[src/rtl/assert_macros.svh]
// assertion helpers shared by the rtl files
`ifndef ASSERT_MACROS_SVH
`define ASSERT_MACROS_SVH

`ifndef SYNTHESIS

// checked only outside reset
`define ASSERT_RST(lbl, clk, rst, prop, msg) \
  lbl: assert property (@(posedge clk) disable iff (rst) prop) else $error(msg);

// checked at every edge, reset included
`define ASSERT_ALWAYS(lbl, clk, prop, msg) \
  lbl: assert property (@(posedge clk) prop) else $error(msg);

`else

`define ASSERT_RST(lbl, clk, rst, prop, msg)
`define ASSERT_ALWAYS(lbl, clk, prop, msg)

`endif

`endif

[src/rtl/brl_pkg.sv]
package brl_pkg;

  localparam int COORD_BITS_DEF = 16;
  localparam int SCREEN_BITS    = 15;
  localparam int CFG_IDX_BITS   = 1;

  localparam logic [CFG_IDX_BITS-1:0] CFG_SCREEN_WIDTH  = 1'b0;
  localparam logic [CFG_IDX_BITS-1:0] CFG_SCREEN_HEIGHT = 1'b1;

  localparam logic [SCREEN_BITS-1:0] SCREEN_WIDTH_RST  = 15'd1024;
  localparam logic [SCREEN_BITS-1:0] SCREEN_HEIGHT_RST = 15'd768;

  localparam logic REQ_LOAD = 1'b0;
  localparam logic REQ_TICK = 1'b1;

  // command queue between front and back, depth a power of two
  localparam int QUEUE_DEPTH = 2;

  typedef enum logic [1:0] {
    CMD_TICK,
    CMD_LOAD,
    CMD_DROP
  } cmd_kind_t;

  typedef struct packed {
    logic      valid;
    cmd_kind_t kind;
  } cmd_hdr_t;

endpackage

[src/rtl/brl_front.sv]
module brl_front #(
  parameter int COORD_BITS = brl_pkg::COORD_BITS_DEF
) (
  input  logic                          req_type,
  input  logic signed [COORD_BITS-1:0]  start_x,
  input  logic signed [COORD_BITS-1:0]  start_y,
  input  logic signed [COORD_BITS-1:0]  end_x,
  input  logic signed [COORD_BITS-1:0]  end_y,
  input  logic                          end_is_wall,
  input  logic                          in_valid,
  output logic                          in_ready,
  output brl_pkg::cmd_hdr_t             cmd_hdr,
  output logic [7*COORD_BITS+5:0]       cmd_payload,
  input  logic                          cmd_ready
);
  import brl_pkg::*;

  localparam int C = COORD_BITS;

  logic signed [C:0]   diff_x;
  logic signed [C:0]   diff_y;
  logic        [C:0]   abs_dx;
  logic        [C:0]   abs_dy;
  logic                step_x_neg;
  logic                step_y_neg;
  logic signed [C+1:0] err_init;

  always_comb begin
    diff_x     = (C+1)'(end_x) - (C+1)'(start_x);
    diff_y     = (C+1)'(end_y) - (C+1)'(start_y);
    abs_dx     = diff_x[C] ? (C+1)'(-diff_x) : diff_x;
    abs_dy     = diff_y[C] ? (C+1)'(-diff_y) : diff_y;
    step_x_neg = diff_x[C] || (diff_x == '0);
    step_y_neg = diff_y[C] || (diff_y == '0);
    // halving a nonnegative magnitude truncates toward zero
    if (abs_dx > abs_dy) begin
      err_init = signed'({2'b00, abs_dx[C:1]});
    end else begin
      err_init = -signed'({2'b00, abs_dy[C:1]});
    end
  end

  always_comb begin
    cmd_hdr.valid = in_valid;
    if (req_type == REQ_TICK) begin
      cmd_hdr.kind = CMD_TICK;
    end else if (end_is_wall) begin
      cmd_hdr.kind = CMD_DROP;
    end else begin
      cmd_hdr.kind = CMD_LOAD;
    end
    cmd_payload = {err_init, step_y_neg, step_x_neg, abs_dy, abs_dx,
                   end_y, end_x, start_y, start_x};
  end

  assign in_ready = cmd_ready;

endmodule

[src/rtl/brl_cmd_fifo.sv]
`include "assert_macros.svh"

module brl_cmd_fifo #(
  parameter int DATA_BITS = 8
) (
  input  logic                  clk,
  input  logic                  rst,
  input  brl_pkg::cmd_hdr_t     wr_hdr,
  input  logic [DATA_BITS-1:0]  wr_data,
  output logic                  wr_ready,
  output brl_pkg::cmd_hdr_t     rd_hdr,
  output logic [DATA_BITS-1:0]  rd_data,
  input  logic                  rd_pop
);
  import brl_pkg::*;

  localparam int PTR_W = (QUEUE_DEPTH > 1) ? $clog2(QUEUE_DEPTH) : 1;
  localparam int ENT_W = DATA_BITS + $bits(cmd_kind_t);
  localparam logic [PTR_W:0] CNT_ONE = (PTR_W+1)'(1);

  logic [ENT_W-1:0] mem [QUEUE_DEPTH];
  logic [PTR_W-1:0] wr_ptr;
  logic [PTR_W-1:0] rd_ptr;
  logic [PTR_W:0]   count;
  logic             push;
  logic             pop;

  assign wr_ready = (count != (PTR_W+1)'(QUEUE_DEPTH));
  assign push     = wr_hdr.valid && wr_ready;
  assign pop      = rd_pop && (count != '0);

  always_ff @(posedge clk) begin
    if (push) begin
      mem[wr_ptr] <= {wr_hdr.kind, wr_data};
    end
  end

  always_ff @(posedge clk) begin
    if (rst) begin
      wr_ptr <= '0;
      rd_ptr <= '0;
      count  <= '0;
    end else begin
      if (push) begin
        wr_ptr <= wr_ptr + PTR_W'(1);
      end
      if (pop) begin
        rd_ptr <= rd_ptr + PTR_W'(1);
      end
      if (push && !pop) begin
        count <= count + (PTR_W+1)'(1);
      end else if (pop && !push) begin
        count <= count - (PTR_W+1)'(1);
      end
    end
  end

  always_comb begin
    rd_hdr.valid = (count != '0);
    rd_hdr.kind  = cmd_kind_t'(mem[rd_ptr][ENT_W-1:DATA_BITS]);
    rd_data      = mem[rd_ptr][DATA_BITS-1:0];
  end

  `ASSERT_RST(a_count_bound, clk, rst, count <= (PTR_W+1)'(QUEUE_DEPTH), "queue overfilled")
  `ASSERT_RST(a_push_grows, clk, rst, push && !pop |=> count == $past(count) + CNT_ONE, "push lost")
  `ASSERT_RST(a_pop_shrinks, clk, rst, pop && !push |=> count == $past(count) - CNT_ONE, "pop lost")

endmodule

[src/rtl/brl_back.sv]
`include "assert_macros.svh"

module brl_back #(
  parameter int COORD_BITS = brl_pkg::COORD_BITS_DEF
) (
  input  logic                               clk,
  input  logic                               rst,
  input  logic                               cfg_wr_en,
  input  logic [brl_pkg::CFG_IDX_BITS-1:0]   cfg_idx,
  input  logic [brl_pkg::SCREEN_BITS-1:0]    cfg_wdata,
  input  brl_pkg::cmd_hdr_t                  cmd_hdr,
  input  logic [7*COORD_BITS+5:0]            cmd_payload,
  output logic                               cmd_pop,
  output logic                               out_valid,
  input  logic                               out_ready,
  output logic signed [COORD_BITS-1:0]       pixel_x,
  output logic signed [COORD_BITS-1:0]       pixel_y,
  output logic                               on_screen,
  output logic                               last_pixel
);
  import brl_pkg::*;

  localparam int C     = COORD_BITS;
  localparam int CMP_W = ((C > SCREEN_BITS) ? C : SCREEN_BITS) + 1;

  logic [SCREEN_BITS-1:0] screen_width;
  logic [SCREEN_BITS-1:0] screen_height;

  logic [C-1:0]        cur_x;
  logic [C-1:0]        cur_y;
  logic [C-1:0]        target_x;
  logic [C-1:0]        target_y;
  logic [C:0]          abs_dx;
  logic [C:0]          abs_dy;
  logic                step_x_neg;
  logic                step_y_neg;
  logic signed [C+1:0] error_term;
  logic                line_active;

  logic                out_free;
  logic                emit;
  logic                at_end;
  logic                vis;
  logic                move_x;
  logic                move_y;
  logic signed [C+1:0] dx_s;
  logic signed [C+1:0] dy_s;
  logic signed [C+1:0] err_next;
  logic [C-1:0]        cur_x_next;
  logic [C-1:0]        cur_y_next;

  always_ff @(posedge clk) begin
    if (rst) begin
      screen_width  <= SCREEN_WIDTH_RST;
      screen_height <= SCREEN_HEIGHT_RST;
    end else if (cfg_wr_en) begin
      if (cfg_idx == CFG_SCREEN_WIDTH) begin
        screen_width <= cfg_wdata;
      end else if (cfg_idx == CFG_SCREEN_HEIGHT) begin
        screen_height <= cfg_wdata;
      end
    end
  end

  // a tick on an active line needs room in the output register
  assign out_free = !out_valid || out_ready;
  assign cmd_pop  = cmd_hdr.valid &&
                    (cmd_hdr.kind != CMD_TICK || !line_active || out_free);
  assign emit     = cmd_pop && cmd_hdr.kind == CMD_TICK && line_active;

  always_comb begin
    at_end = (cur_x == target_x) && (cur_y == target_y);
    vis = !cur_x[C-1] && (cur_x != '0) && !cur_y[C-1] && (cur_y != '0) &&
          ({{(CMP_W-C){1'b0}}, cur_x} < {{(CMP_W-SCREEN_BITS){1'b0}}, screen_width}) &&
          ({{(CMP_W-C){1'b0}}, cur_y} < {{(CMP_W-SCREEN_BITS){1'b0}}, screen_height});
    dx_s   = signed'({1'b0, abs_dx});
    dy_s   = signed'({1'b0, abs_dy});
    move_x = error_term > -dx_s;
    move_y = error_term < dy_s;
    err_next = error_term - (move_x ? dy_s : '0) + (move_y ? dx_s : '0);
    cur_x_next = move_x ? (step_x_neg ? cur_x - C'(1) : cur_x + C'(1)) : cur_x;
    cur_y_next = move_y ? (step_y_neg ? cur_y - C'(1) : cur_y + C'(1)) : cur_y;
  end

  always_ff @(posedge clk) begin
    if (rst) begin
      line_active <= 1'b0;
    end else if (cmd_pop) begin
      case (cmd_hdr.kind)
        CMD_LOAD: line_active <= 1'b1;
        CMD_DROP: line_active <= 1'b0;
        CMD_TICK: begin
          if (line_active && at_end) begin
            line_active <= 1'b0;
          end
        end
        default: line_active <= line_active;
      endcase
    end
  end

  always_ff @(posedge clk) begin
    if (cmd_pop && cmd_hdr.kind == CMD_LOAD) begin
      {error_term, step_y_neg, step_x_neg, abs_dy, abs_dx,
       target_y, target_x, cur_y, cur_x} <= cmd_payload;
    end else if (emit && !at_end) begin
      error_term <= err_next;
      cur_x      <= cur_x_next;
      cur_y      <= cur_y_next;
    end
  end

  always_ff @(posedge clk) begin
    if (rst) begin
      out_valid <= 1'b0;
    end else if (emit) begin
      out_valid <= 1'b1;
    end else if (out_ready) begin
      out_valid <= 1'b0;
    end
  end

  always_ff @(posedge clk) begin
    if (emit) begin
      pixel_x    <= signed'(cur_x);
      pixel_y    <= signed'(cur_y);
      on_screen  <= vis;
      last_pixel <= at_end;
    end
  end

  `ASSERT_RST(a_drop_idles, clk, rst, cmd_pop && cmd_hdr.kind == CMD_DROP |=> !line_active, "wall kept line")
  `ASSERT_RST(a_beat_from_tick, clk, rst, $rose(out_valid) |-> $past(emit), "pixel without tick")
  `ASSERT_RST(a_idle_tick_silent, clk, rst, !emit && out_free |=> !out_valid, "stray pixel beat")

endmodule

[src/rtl/bresenham_line_rasterizer.sv]
// Bresenham line stepper. A beat with s_tuser low loads a line (start, end, wall flag);
// a beat with s_tuser high is a tick that emits the next pixel of the active line on
// the master side, with tlast on the end point. Loads and ticks pass through a two-entry
// command queue to the stepper, which does one error update per clock, so a stream of
// ticks yields one pixel per cycle while m_tready does not stall the output register.
// A load with the wall flag set, or a tick while no line is active, gives no beat.
// Screen width and height set the strict clip window (0 < x < width, 0 < y < height);
// the user must write them only while the block is idle; the block does not enforce it.
module bresenham_line_rasterizer #(
  parameter int COORD_BITS = brl_pkg::COORD_BITS_DEF
) (
  input  logic                                        clk,
  input  logic                                        rst,
  input  logic                                        cfg_wr_en,
  input  logic [brl_pkg::CFG_IDX_BITS-1:0]            cfg_idx,
  input  logic [brl_pkg::SCREEN_BITS-1:0]             cfg_wdata,
  input  logic                                        s_tvalid,
  output logic                                        s_tready,
  // start_x, start_y, end_x, end_y, end_is_wall, zero pad
  input  logic [((4*COORD_BITS+1+7)/8)*8-1:0]         s_tdata,
  // req_type
  input  logic                                        s_tuser,
  output logic                                        m_tvalid,
  input  logic                                        m_tready,
  // pixel_x, pixel_y, on_screen, zero pad
  output logic [((2*COORD_BITS+1+7)/8)*8-1:0]         m_tdata,
  output logic                                        m_tlast
);
  import brl_pkg::*;

  localparam int C     = COORD_BITS;
  localparam int PAY_W = 7*C + 6;
  localparam int OUT_W = ((2*C+1+7)/8)*8;

  cmd_hdr_t               front_hdr;
  cmd_hdr_t               queue_hdr;
  logic [PAY_W-1:0]       front_payload;
  logic [PAY_W-1:0]       queue_payload;
  logic                   queue_ready;
  logic                   queue_pop;
  logic signed [C-1:0]    pixel_x;
  logic signed [C-1:0]    pixel_y;
  logic                   on_screen;

  brl_front #(.COORD_BITS(C)) u_front (
    .req_type    (s_tuser),
    .start_x     (s_tdata[C-1:0]),
    .start_y     (s_tdata[2*C-1:C]),
    .end_x       (s_tdata[3*C-1:2*C]),
    .end_y       (s_tdata[4*C-1:3*C]),
    .end_is_wall (s_tdata[4*C]),
    .in_valid    (s_tvalid),
    .in_ready    (s_tready),
    .cmd_hdr     (front_hdr),
    .cmd_payload (front_payload),
    .cmd_ready   (queue_ready)
  );

  brl_cmd_fifo #(.DATA_BITS(PAY_W)) u_queue (
    .clk      (clk),
    .rst      (rst),
    .wr_hdr   (front_hdr),
    .wr_data  (front_payload),
    .wr_ready (queue_ready),
    .rd_hdr   (queue_hdr),
    .rd_data  (queue_payload),
    .rd_pop   (queue_pop)
  );

  brl_back #(.COORD_BITS(C)) u_back (
    .clk         (clk),
    .rst         (rst),
    .cfg_wr_en   (cfg_wr_en),
    .cfg_idx     (cfg_idx),
    .cfg_wdata   (cfg_wdata),
    .cmd_hdr     (queue_hdr),
    .cmd_payload (queue_payload),
    .cmd_pop     (queue_pop),
    .out_valid   (m_tvalid),
    .out_ready   (m_tready),
    .pixel_x     (pixel_x),
    .pixel_y     (pixel_y),
    .on_screen   (on_screen),
    .last_pixel  (m_tlast)
  );

  assign m_tdata = OUT_W'({on_screen, pixel_y, pixel_x});

endmodule
[config.mk]
export PLATFORM = sky130hd
export DESIGN_NAME = bresenham_line_rasterizer
export DESIGN_NICKNAME = d
export VERILOG_FILES = /design/src/rtl/brl_pkg.sv /design/src/rtl/brl_front.sv /design/src/rtl/brl_cmd_fifo.sv /design/src/rtl/brl_back.sv /design/src/rtl/bresenham_line_rasterizer.sv
export VERILOG_INCLUDE_DIRS = /design/src /design/src/rtl
export SDC_FILE = /design/constraint.sdc
export NUM_CORES = 1
export LEC_CHECK = 0
export BUFFER_PORTS_ARGS = -buffer_cell sky130_fd_sc_hd__clkbuf_2
export CELL_PAD_IN_SITES_DETAIL_PLACEMENT = 0
export CELL_PAD_IN_SITES_GLOBAL_PLACEMENT = 1
export CORE_MARGIN = 1
export CORE_UTILIZATION = 30
export CTS_BUF_LIST = sky130_fd_sc_hd__clkbuf_8
export DETAILED_ROUTE_END_ITERATION = 8
export PLACE_DENSITY_LB_ADDON = 0.25
export SLEW_MARGIN = 25
export SYNTH_ARGS = -nofsm -noshare
export SYNTH_HDL_FRONTEND = slang
export SYNTH_SLANG_ARGS = --single-unit
[constraint.sdc]
create_clock -name clk -period 7.5 [get_ports clk]
set_input_delay 0 -clock clk [delete_from_list [all_inputs] [get_ports clk]]
set_output_delay 0 -clock clk [all_outputs]
set_load 0.05 [all_outputs]
==> impl_metrics.py <==
metrics = {
    "placement": {
        "numPortBuffers": 122,
        "dp_slack_ns": 0.713,
        "place_congestion": 0.855,
        "dp_hpwl_um": 48400,
    },
    "synth": {
        "ys_seq_area_share_pct": 52.1,
        "yosys_warnings": 0,
        "synth_cell_types": 88,
        "avgSynthCellArea_um2": 11.5,
        "synth-edff-count": 392,
        "synthCells": 2087,
        "netlist.area_leader.share_pct": 49.0,
        "synth_flop_cell": "edfxtp_1",
        "syn-cell-area_um2": 24000,
        "synth_area_leader_cell": "edfxtp_1",
        "ys_async_sr_fraction_pct": 0,
        "yosys-top-cells-area": "edfxtp_1, ha_1, mux2_2",
        "yosys_register_bits": 429,
    },
    "setup_path": {
        "cp.required_ns": 8.01,
        "cp_max_fo": 18,
        "crit_type": "register to register",
        "r2r-start": "u_back.abs_dx[3]",
        "r2r_cells": 24,
        "crit_path_start": "u_back.abs_dx[3]",
        "r2r_setup_slack_ns": 0.73,
        "crit_path_end_kind": "register",
        "arrival_ns": 7.29,
        "r2r-end": "u_back.error_term[16]",
        "start_kind": "register",
    },
    "drt": {
        "drc": 0,
        "ant_nets": 0,
        "vias": 16900,
        "first_pass_iters": 5,
        "avgViaCountPerCell": 4.89,
        "first_iter_violations": 1081,
        "routedWlPerCell_um": 19.3,
        "drt_wl_total_um": 66500,
    },
    "timing": {
        "slew_viol_final": 0,
        "max_freq_mhz": 148,
        "slew_headroom_pct": 35.0,
        "worst_pin_slew_ns": 0.972,
        "rsz0062_at_grt": "no",
        "fin_setup_tns_ns": 0,
        "worst_slack_ns": 0.726,
        "setup_viol": 0,
        "layout_min_cycle_time_ns": 6.77,
        "fin_skew_ns": 0.0302,
        "period_share_pct": 90.3,
        "hold_violations": 0,
    },
    "status": {
        "status": "finished clean",
    },
    "die": {
        "io_pins": 137,
        "num_rows": 103,
        "coreArea_um2": 79100,
        "start_util_pct": 30.4,
        "die_y_um": 285,
        "die-area_um2": 81200,
        "die_w_um": 285,
    },
    "clocking": {
        "cts.clk_slew.worst_paths_ns": 0.06,
        "cts_made_buffers": 78,
        "cts_tree": "done",
        "insertion_delay_ns": 0.66,
        "clkSinkCount": 429,
        "cts_max_path_buffers": 3,
        "post_cts_resized": 0,
        "htreeDepth": 3,
        "root_buffer": "clkbuf_8",
    },
    "min_path": {
        "hold_path_class": "primary input to register",
        "hold_depth": 2,
        "hp-start": "s_tdata[30]",
        "min_to": "u_queue.mem[1][30]",
    },
    "power": {
        "vdd_drop_max_v": 0.000216,
        "p_leak_nw": 10.9,
        "p_per_area_nw_per_um2": 390,
    },
    "finish": {
        "area_growth_pct": 17.7,
        "final_layout_size_suffix_gt1_share_pct": 14.6,
        "nets": 2620,
    },
    "global_route": {
        "grtUsageTotal_pct": 16.2,
        "grt_pass1_vias": 17000,
        "grt_max_degree": 121,
        "grt.overflow.total": 0,
        "grt_pass1_wl_um": 101000,
        "antenna_found_initial": 2,
    },
    "run": {
        "drv_cap": 0,
    },
}
==> layout by cell type, fill, tap and decap left out, types with 9 or more instances in the layout <==
cell	n
edfxtp_1	392
inv_1	215
ha_1	164
nand2_1	146
a21oi_1	132
clkbuf_2	122
nor2_1	101
dlygate4sd3_1	98
xnor2_1	91
clkbuf_8	80
mux2_2	72
o21ai_0	52
a21o_1	50
nand3_1	45
mux2i_1	41
dfxtp_1	36
xor2_1	35
nor3_1	33
and2_1	28
nand4_1	28
a211oi_1	26
nor4_1	26
or3_1	22
nor2b_1	21
fa_1	21
nand2b_1	20
o21a_1	20
clkinv_1	19
o31ai_1	18
o211ai_1	15
and3_1	15
buf_4	14
a2111oi_0	13
a31oi_1	12
clkinv_2	12
or2_2	10
nand3b_1	9
==> power breakdown <==
| group | internal, mW | switching, mW | total (mW) |
|---|---|---|---|
| clock | 1.11 | 1.04 | 2.16 |
| sequential | 3.50 | 0.355 | 3.85 |
| combinational | 2.05 | 2.97 | 5.02 |
| total | 6.66 | 4.37 | 11.0 |
==> routing by layer <==
layer	up-vias	wire, um	GRT usage (%)
met5	-	0	0
met4	0	1380	4.89
met3	94	2600	2.25
met2	327	31100	26.3
met1	8290	31500	22.3
li1	8187	-	-
==> metrics by stage <==
step,util (%),cells,hold WS [ns],total power [mW],instance area [um^2]
final,35.8,3454,0.0975,11.0,28300
after global routing,35.8,3454,0.0593,11.9,28300
after CTS,35.7,3453,0.0366,11.2,28300
after detailed placement,32.6,3213,0.215,8.90,25800
after global placement,32.6,3213,0.212,8.79,25800
after floorplan,-,2093,0.0989,7.49,24100
==> registers in the layout (all words and copies together), names as in the netlist, 2 cells and up, named ones only <==
name / cells
u_back.target_x: 16
u_back.abs_dx: 17
u_back.screen_height: 15
u_back.pixel_x: 16
u_queue.count: 2
u_back.target_y: 16
u_back.cur_x: 16
u_back.cur_y: 16
u_back.abs_dy: 17
u_back.pixel_y: 16
u_back.screen_width: 15
u_queue.mem: 240
u_back.error_term: 18
==> cells in the mapped netlist, drive strengths merged (40+ instances only) <==
master / number
mux2i: 41
xnor2: 92
mux2: 73
edfxtp: 392
o21ai: 59
ha: 164
nor2: 102
a21oi: 132
nand3: 46
clkbuf: 40
a21o: 51
nand2: 147
inv: 197
==> cell type report <==
class	instances	area [um^2]
Timing Repair Buffer	237	1750
Fill cell	7884	50800
Sequential cell	429	12500
Antenna cell	1	2.50
Inverter	197	742
Multi-Input combinational cell	1398	10500
Tap cell	1050	1310
Clock buffer	80	1100
Clock inverter	62	385
==> worst max-delay path by stage <==
| stage | end | slack (ns) | cells after the start |
|---|---|---|---|
| 6_report | u_back.error_term[16] | 0.73 | 24 |
| 3_3_place_gp | u_back.error_term[16] | 0.78 | 24 |
| 4_1_cts | u_back.error_term[16] | 0.66 | 24 |
| 2_1_floorplan | u_queue.mem[0][0] | 0.85 | 3 |
| 5_1_grt | u_back.error_term[16] | 0.09 | 25 |
| 3_5_place_dp | u_back.error_term[16] | 0.71 | 24 |
==> worst max-delay path: stages (launching register included) <==
cell	delay, ns
edfxtp_1	0.44
or4_1	0.56
nor2_1	0.22
nand2_1	0.12
nor3_1	0.18
xor2_1	0.10
ha_1	0.31
nand4_1	0.13
o21a_1	0.22
o21a_1	0.17
o2111ai_1	0.17
o211a_1	0.51
and2_1	0.23
fa_1	0.47
fa_1	0.48
nor2b_1	0.12
o21ai_0	0.09
a21boi_0	0.28
o21ai_0	0.15
a21boi_0	0.42
o2111ai_1	0.21
nand3_1	0.20
a31oi_1	0.14
or4b_2	0.63
nand3_1	0.09
==> repair_timing <==
item,CTS,global route
hold buffers,98,0
endpoints found under the hold margin,170,0
setup buffers,0,0
==> logic make-up after synthesis <==
family                     Yosys count  share of synthesized area (%)
xor gates and xnor gates           127                           4.66
other                                1                         0.0156
DFF                                429                           52.1
adders and majority gates          185                           10.3
muxes                              114                           5.14
and+or+nand+nor                    546                           11.6
AOI/OAI and AO/OA                  419                           11.7
buffers and inverters              266                           4.50
No activity file was read; power rests on OpenSTA's default activity.
